==> config.mk <==
export PLATFORM = sky130hd
export DESIGN_NAME = adts_frame_sync_core
export DESIGN_NICKNAME = d
export VERILOG_FILES = /design/src/hdl/adts_pkg.sv /design/src/hdl/adts_frame_sync_core.sv
export SDC_FILE = /design/constraint.sdc
export NUM_CORES = 1
export LEC_CHECK = 0
export BUFFER_PORTS_ARGS = -buffer_cell sky130_fd_sc_hd__buf_2
export CAP_MARGIN = 25
export CORE_ASPECT_RATIO = 1.2
export CORE_MARGIN = 5
export CORE_UTILIZATION = 64
export DETAILED_ROUTE_END_ITERATION = 6
export GPL_TIMING_DRIVEN = 0
export HOLD_SLACK_MARGIN = 0.1
export PLACE_DENSITY = 0.85
export SETUP_SLACK_MARGIN = 0.5
export SYNTH_ARGS = -nofsm -noshare
export SYNTH_HDL_FRONTEND = slang
export SYNTH_SLANG_ARGS = --single-unit
export TNS_END_PERCENT = 100
==> constraint.sdc <==
create_clock -name clk_i -period 6.76 [get_ports clk_i]
set_clock_uncertainty 0.1 [all_clocks]
set_input_delay 0.676 -clock clk_i [delete_from_list [all_inputs] [get_ports clk_i]]
set_output_delay 0.676 -clock clk_i [all_outputs]
set_load 0.03 [all_outputs]
==> src/hdl/adts_pkg.sv <==
// Package with the shared types and constants of the ADTS frame sync block.
package adts_pkg;

  localparam int unsigned ByteW = 8;
  localparam int unsigned LenW  = 13;

  localparam logic [ByteW-1:0] SyncByte   = 8'hFF;
  localparam logic [3:0]       SyncNibble = 4'hF;
  localparam logic [LenW-1:0]  HdrBytes   = 13'd7;

  typedef enum logic [7:0] {
    PhHunt    = 8'b0000_0001,
    PhSync2   = 8'b0000_0010,
    PhHdr3    = 8'b0000_0100,
    PhHdr4    = 8'b0000_1000,
    PhHdr5    = 8'b0001_0000,
    PhHdr6    = 8'b0010_0000,
    PhHdr7    = 8'b0100_0000,
    PhPayload = 8'b1000_0000
  } phase_e;

  typedef struct packed {
    logic [ByteW-1:0] out_byte;
    logic             kept;
    logic             is_header;
    logic             frame_first;
    logic             frame_last;
    logic [LenW-1:0]  length_out;
  } result_t;

endpackage

==> src/hdl/adts_frame_sync_core.sv <==
// ADTS frame sync core: marks header, payload and frame bounds on a byte stream.
//
// The core takes one ADTS byte per transfer and returns one result per byte,
// in order, registered and offered in the cycle after the input transfer. The
// result sits in an output register, and a new byte is accepted in every cycle
// in which that register is empty or is being emptied, so the sustained rate is
// one byte per clock cycle while out_ready_i is high; the frame length field
// and the payload counter take at most one 13-bit add or subtract per byte.
module adts_frame_sync_core
  import adts_pkg::*;
(
  input  logic                clk_i,
  input  logic                rst_ni,
  input  logic                in_valid_i,
  output logic                in_ready_o,
  input  logic [ByteW-1:0]    in_byte_i,
  output logic                out_valid_o,
  input  logic                out_ready_i,
  output logic [ByteW-1:0]    out_byte_o,
  output logic                kept_o,
  output logic                is_header_o,
  output logic                frame_first_o,
  output logic                frame_last_o,
  output logic [LenW-1:0]     length_out_o
);

  phase_e          phase_q, phase_d;
  logic [LenW-1:0] frame_len_q, frame_len_d;
  logic [LenW-1:0] bytes_left_q, bytes_left_d;
  logic            out_valid_q, out_valid_d;
  result_t         res_q, res_d;
  logic            in_fire;

  assign in_ready_o = !out_valid_q || out_ready_i;
  assign in_fire    = in_valid_i && in_ready_o;

  always_comb begin
    phase_d               = phase_q;
    frame_len_d           = frame_len_q;
    bytes_left_d          = bytes_left_q;
    res_d                 = '0;
    res_d.out_byte        = in_byte_i;
    case (phase_q)
      PhHunt: begin
        if (in_byte_i == SyncByte) begin
          phase_d           = PhSync2;
          res_d.kept        = 1'b1;
          res_d.is_header   = 1'b1;
          res_d.frame_first = 1'b1;
        end
      end
      PhSync2: begin
        if (in_byte_i[7:4] == SyncNibble) begin
          phase_d         = PhHdr3;
          res_d.kept      = 1'b1;
          res_d.is_header = 1'b1;
        end else begin
          phase_d = PhHunt;
        end
      end
      PhHdr3: begin
        phase_d         = PhHdr4;
        res_d.kept      = 1'b1;
        res_d.is_header = 1'b1;
      end
      PhHdr4: begin
        frame_len_d     = {in_byte_i[1:0], 11'd0};
        phase_d         = PhHdr5;
        res_d.kept      = 1'b1;
        res_d.is_header = 1'b1;
      end
      PhHdr5: begin
        frame_len_d     = frame_len_q + {2'd0, in_byte_i, 3'd0};
        phase_d         = PhHdr6;
        res_d.kept      = 1'b1;
        res_d.is_header = 1'b1;
      end
      PhHdr6: begin
        frame_len_d     = frame_len_q + {10'd0, in_byte_i[7:5]};
        phase_d         = PhHdr7;
        res_d.kept      = 1'b1;
        res_d.is_header = 1'b1;
      end
      PhHdr7: begin
        res_d.kept      = 1'b1;
        res_d.is_header = 1'b1;
        if (frame_len_q <= HdrBytes) begin
          bytes_left_d      = '0;
          phase_d           = PhHunt;
          res_d.frame_last  = 1'b1;
          res_d.length_out  = frame_len_q;
        end else begin
          bytes_left_d = frame_len_q - HdrBytes;
          phase_d      = PhPayload;
        end
      end
      PhPayload: begin
        res_d.kept = 1'b1;
        if (bytes_left_q[LenW-1:1] == '0) begin
          bytes_left_d     = '0;
          phase_d          = PhHunt;
          res_d.frame_last = 1'b1;
          res_d.length_out = frame_len_q;
        end else begin
          bytes_left_d = bytes_left_q - 13'd1;
        end
      end
      default: begin
        phase_d = PhHunt;
      end
    endcase
  end

  assign out_valid_d = in_fire || (out_valid_q && !out_ready_i);

  always_ff @(posedge clk_i or negedge rst_ni) begin
    if (!rst_ni) begin
      phase_q      <= PhHunt;
      frame_len_q  <= '0;
      bytes_left_q <= '0;
      out_valid_q  <= 1'b0;
    end else begin
      out_valid_q <= out_valid_d;
      if (in_fire) begin
        phase_q      <= phase_d;
        frame_len_q  <= frame_len_d;
        bytes_left_q <= bytes_left_d;
      end
    end
  end

  always_ff @(posedge clk_i) begin
    if (in_fire) begin
      res_q <= res_d;
    end
  end

  assign out_valid_o   = out_valid_q;
  assign out_byte_o    = res_q.out_byte;
  assign kept_o        = res_q.kept;
  assign is_header_o   = res_q.is_header;
  assign frame_first_o = res_q.frame_first;
  assign frame_last_o  = res_q.frame_last;
  assign length_out_o  = res_q.length_out;

endmodule

## After elaboration in Yosys (flattened, before gate mapping)

Cells that the tools add are included.

| word-level totals | value |
|---|---|
| output and inout bits | 27 |
| register bits | 60 |
| bits of input ports | 12 |

| operators by class | value |
|---|---|
| mux-type cells | 16 |
| eq/ne operators | 12 |
| add/sub/neg operators | 4 |
| reduce and logical (&&, ||, !) cells | 14 |
| order comparisons | 1 |

Operator list:

| operator | count |
|---|---|
| 8-bit one-hot mux with 8 select lines | 1 |
| 13-bit one-hot mux with 3 select lines | 1 |
| 14-bit 2-to-1 mux | 2 |
| 14-bit one-hot mux with 2 select lines | 1 |
| 13-bit 2-to-1 mux | 2 |
| 13-bit one-hot mux with 2 select lines | 1 |
| 8-bit 2-to-1 mux | 3 |
| 8-bit equality test, second input constant | 2 |
| 13-bit by 11-bit adder with 13-bit output | 1 |
| 13-bit by 3-bit adder with 13-bit output | 1 |
| 13-bit by 3-bit <= comparator with 1-bit output, second input constant | 1 |
| 13-bit by 1-bit subtractor with 13-bit output, second input constant | 1 |
| 13-bit by 3-bit subtractor with 13-bit output, second input constant | 1 |
| 12-bit logical NOT | 1 |
| 8-bit by 1-bit equality test with 1-bit output, second input constant | 1 |
| 8-bit by 2-bit equality test with 1-bit output, second input constant | 1 |
| 8-bit by 3-bit equality test with 1-bit output, second input constant | 1 |
| 8-bit by 4-bit equality test with 1-bit output, second input constant | 1 |
| 8-bit by 5-bit equality test with 1-bit output, second input constant | 1 |
| 8-bit by 6-bit equality test with 1-bit output, second input constant | 1 |
| 8-bit by 7-bit equality test with 1-bit output, second input constant | 1 |
| 3-bit 2-to-1 mux | 2 |
| 1-bit one-hot mux with 3 select lines | 2 |
| 6-bit OR reduction | 1 |
| 11 further kinds | 16 |

## Logic depth before layout (Yosys ltp)

| depth | value |
|---|---|
| word-level depth | 4 |
| gate-level depth with buffers | 9 |
| gate-level depth less buffers | 8 |

## Least setup slack after synthesis

No wires, ideal clock.

| timing | value |
|---|---|
| path kind | in2reg |
| from | in out_ready_i |
| to | reg phase_q[2] |
| setup time | 0.095 ns |
| stages | 6 |
| path buffers | 1 |
| data arrival time | 2.405 ns |
| data required time | 6.565 ns |
| slack | 4.160 ns |
| path through | nand2b_1 nand2_1 inv_1 o311ai_2 buf_2 o31ai_1 |

| between the ends | value |
|---|---|
| cells in the longest elaborated chain, start to end | 3 |

Ends and longest elaborated chain:

| element | line | source |
|---|---|---|
| from (decl) | adts_frame_sync_core.sv:18 | `input logic out_ready_i,` |
| 1-bit logical OR | adts_frame_sync_core.sv:34 | `assign in_ready_o = !out_valid_q \|\| out_ready_i;` |
| 1-bit logical AND | adts_frame_sync_core.sv:35 | `assign in_fire = in_valid_i && in_ready_o;` |
| via in_fire | adts_frame_sync_core.sv:32 | `logic in_fire;` |
| 3-bit AND reduction (no line) | -- |  |
| to (signal assigned) | adts_frame_sync_core.sv:118 | `phase_q <= PhHunt;` |
| to (signal assigned) | adts_frame_sync_core.sv:125 | `phase_q <= phase_d;` |
| to (decl) | adts_frame_sync_core.sv:27 | `phase_e phase_q, phase_d;` |

The timed path passes the listed nets, and every way through them passes these cells.
A chain may end at the register's enable or synchronous reset.

==> flow_summary.json <==
{
  "synth_nets": 424,
  "synth-seq-area-share_pct": 43.0,
  "final_core_util_pct": 76.0,
  "cp.required_ps": 6860,
  "place_ws_ps": 3810,
  "syn_area_per_cell_um2": 9.53,
  "rows": 30,
  "dp_hpwl_um": 6660,
  "area_growth_pct": 14.6,
  "busiest_layer": "met2",
  "cellPowerDensity_mw_per_mm2": 278,
  "cp-end-kind": "flop",
  "cts-resized-gates": 0,
  "path_class": "reg2reg",
  "grt_pass1_vias": 3310,
  "dpl-instance-area_mm2": 0.00407,
  "worstMarginPinSlew_ps": 853,
  "finalSetupViolations": 0,
  "cts_buffer_depth": 2,
  "via_count": 3409,
  "cap_violations": 0,
  "grt_pass1_wl_um": 15800,
  "maxSlewHeadroom_pct": 43.1,
  "path_clk_slew_ps": 70,
  "dieArea_mm2": 0.00755,
  "setup_tns_ps": 0,
  "use_met3_pct": 5.37,
  "fp.dieH_um": 94.2,
  "clkLatencyLatePin_ps": 350,
  "synth_area_leaders": "dfrtp_1 (22%), edfxtp_1 (20%), o21ai_0 (5.2%)",
  "route.detailed.drc": 0,
  "slew_viol_final": 0,
  "fmax_mhz": 375,
  "ios": 39,
  "drt-initial-drc-count": 303,
  "avgViaCountPerCell": 6.40,
  "ys_seq_elements": 60,
  "place_congestion": 0.954,
  "stdcell_area_mm2": 0.00434,
  "synth-edff-count": 25,
  "grt_setup_unrepaired": "no",
  "yosys_warnings": 0,
  "antennaDiodeCount": 0,
  "synthArstFlopShare_pct": 58.3,
  "ctsHoldBuffers": 0,
  "cts_setup_buffers": 0,
  "status": "complete, no violations",
  "cts_buffers": 9,
  "antenna_left": 0,
  "io_buffer_count": 38,
  "arrival_ps": 2770,
  "synth_largest_area_cell": "dfrtp_1",
  "h-tree-depth": 3,
  "core_mm2": 0.00571,
  "grt_use_met2_pct": 46.6,
  "crit_fanout": 10,
  "tritoncts": "done",
  "cts.sinks": 60,
  "peakVddDrop_mv": 0.172,
  "leakagePower_nw": 1.88,
  "power.total_w": 0.00121,
  "cts_root_buf": "clkbuf_8",
  "hold_viol_final": 0,
  "fillCellCount": 435,
  "final_nets": 475,
  "rrSetupSlack_ps": 4090,
  "synthCells": 397,
  "start_util_pct": 66.3,
  "wl_um": 9750,
  "grtUsageTotal_pct": 27.3,
  "drive_gt1_share_pct": 16.6,
  "hold_class": "in2async",
  "die_w_um": 80.2,
  "synth-main-ff-cell": "dfrtp_1",
  "syn_area_mm2": 0.00378,
  "fin_crit_sh_pct": 39.5,
  "routedWlPerCell_um": 18.3,
  "overflow": 0,
  "synth_top_area_share_pct": 22.5,
  "antenna_found_initial": 0,
  "first_pass_iters": 6,
  "grt_util_met1_pct": 32.5,
  "period_minus_slack_ps": 2670,
  "grt_max_degree": 36,
  "setup_slack_ps": 4090,
  "startpoint_type": "flop",
  "synth_cell_type_count": 61
}
[metal layers]
layer | share of wire, % | vias to the layer above
li1 | - | 1590
met1 | 41 | 1592
met2 | 49 | 195
met3 | 6.9 | 32
met4 | 3.0 | 0
met5 | 0 | -
[final cells by class]
| class | count | area (um^2) | area share [%] |
|---|---|---|---|
| Inverter | 9 | 33.8 | 0.779 |
| Timing Repair Buffer | 40 | 223 | 5.14 |
| Sequential cell | 60 | 1630 | 37.5 |
| Buffer | 23 | 116 | 2.68 |
| Tap cell | 80 | 100 | 2.31 |
| Clock inverter | 6 | 103 | 2.37 |
| Multi-Input combinational cell | 305 | 2000 | 46.2 |
| Clock buffer | 10 | 128 | 2.94 |
[worst max-delay path, cell delays in order (launching register included)]
cell,delay (ps)
dfrtp_1,420
clkbuf_1,240
nor4_1,390
nor2b_1,360
o2111a_1,280
a21oi_1,110
nor2_1,220
buf_2,220
and2_1,180
[report_power, final]
group / internal, W / leakage (nW) / total (W) / switching (W)
Combinational: 0.000127 / 1.05 / 0.000330 / 0.000202
Sequential: 0.000436 / 0.709 / 0.000491 / 0.0000549
Clock: 0.000242 / 0.115 / 0.000387 / 0.000145
Total: 0.000805 / 1.88 / 0.00121 / 0.000402
[per-stage QoR]
step / cells / hold WS, ps
3_5_place_dp: 515 / 392
4_1_cts: 531 / 355
3_3_place_gp: 515 / 355
6_report: 533 / 332
5_1_grt: 533 / 382
2_1_floorplan: 397 / 280
[sequential cells by signal, summed over array words and instances, names as in the netlist]
register       cells
frame_last_o       1
phase_q            8
kept_o             1
length_out_o      13
out_byte_o         8
bytes_left_q      13
is_header_o        1
frame_first_o      1
frame_len_q       13
out_valid_o        1
[cells in the mapped netlist (9+ instances only)]
library cell   n
nor3_1        15
xor2_1        13
inv_1          9
and2_1        13
edfxtp_1      25
o21ai_0       39
dfrtp_1       34
clkbuf_1      14
nor2_1        29
nand3_1       10
nand2_1       39
ha_1          13
a21oi_1       16
[cell usage in the layout, fill, tap and decap left out, drive strengths merged, types with 2 or more instances in the layout]
master   netlist  layout
buf            9      49
o21ai         41      41
nand2         39      39
dfrtp         34      34
nor2          29      29
edfxtp        25      25
clkbuf        14      24
nor3          17      17
a21oi         16      16
and2          13      13
xor2          13      13
ha            13      13
nand3         10      10
inv            9       9
or4            9       9
a21o           8       8
a22o           8       8
nand2b         8       8
xnor2          7       7
nor4           7       7
o22ai          5       5
nor3b          5       5
nand4          4       4
or3            4       4
o31ai          4       4
nor2b          3       3
a32oi          3       3
nand4b         3       3
o221ai         3       3
o32ai          3       3
o21a           3       3
a211oi         3       3
bufinv         0       3
clkinv         0       3
o2111ai        2       2
nand3b         2       2
a211o          2       2
o21bai         2       2
a31oi          2       2
fa             2       2
[final timing paths]
kind | from | endpoint | cells past startpoint
worst max-delay path | frame_len_q[4]$_DFFE_PN0P_ | length_out_o[9]$_DFFE_PP_ | 8
worst min-delay path | rst_ni | out_valid_o$_DFF_PN0_ | 1
worst max register to register | frame_len_q[4]$_DFFE_PN0P_ | length_out_o[9]$_DFFE_PP_ | 8
worst min register to register | bytes_left_q[9]$_DFFE_PN0P_ | bytes_left_q[9]$_DFFE_PN0P_ | 1
max in group asynchronous | rst_ni | bytes_left_q[7]$_DFFE_PN0P_ | 1
min in group clk_i | bytes_left_q[9]$_DFFE_PN0P_ | bytes_left_q[9]$_DFFE_PN0P_ | 1
[logic make-up after synthesis]
| family | synth area share (%) |
|---|---|
| adders and majority gates | 5.36 |
| DFF | 43.0 |
| and+or+nand+nor | 22.6 |
| buffers and inverters | 3.97 |
| xor gates and xnor gates | 4.63 |
| AOI/OAI and AO/OA | 20.1 |
| muxes | 0.298 |
Note: power is estimated with default switching activity, not from simulation.
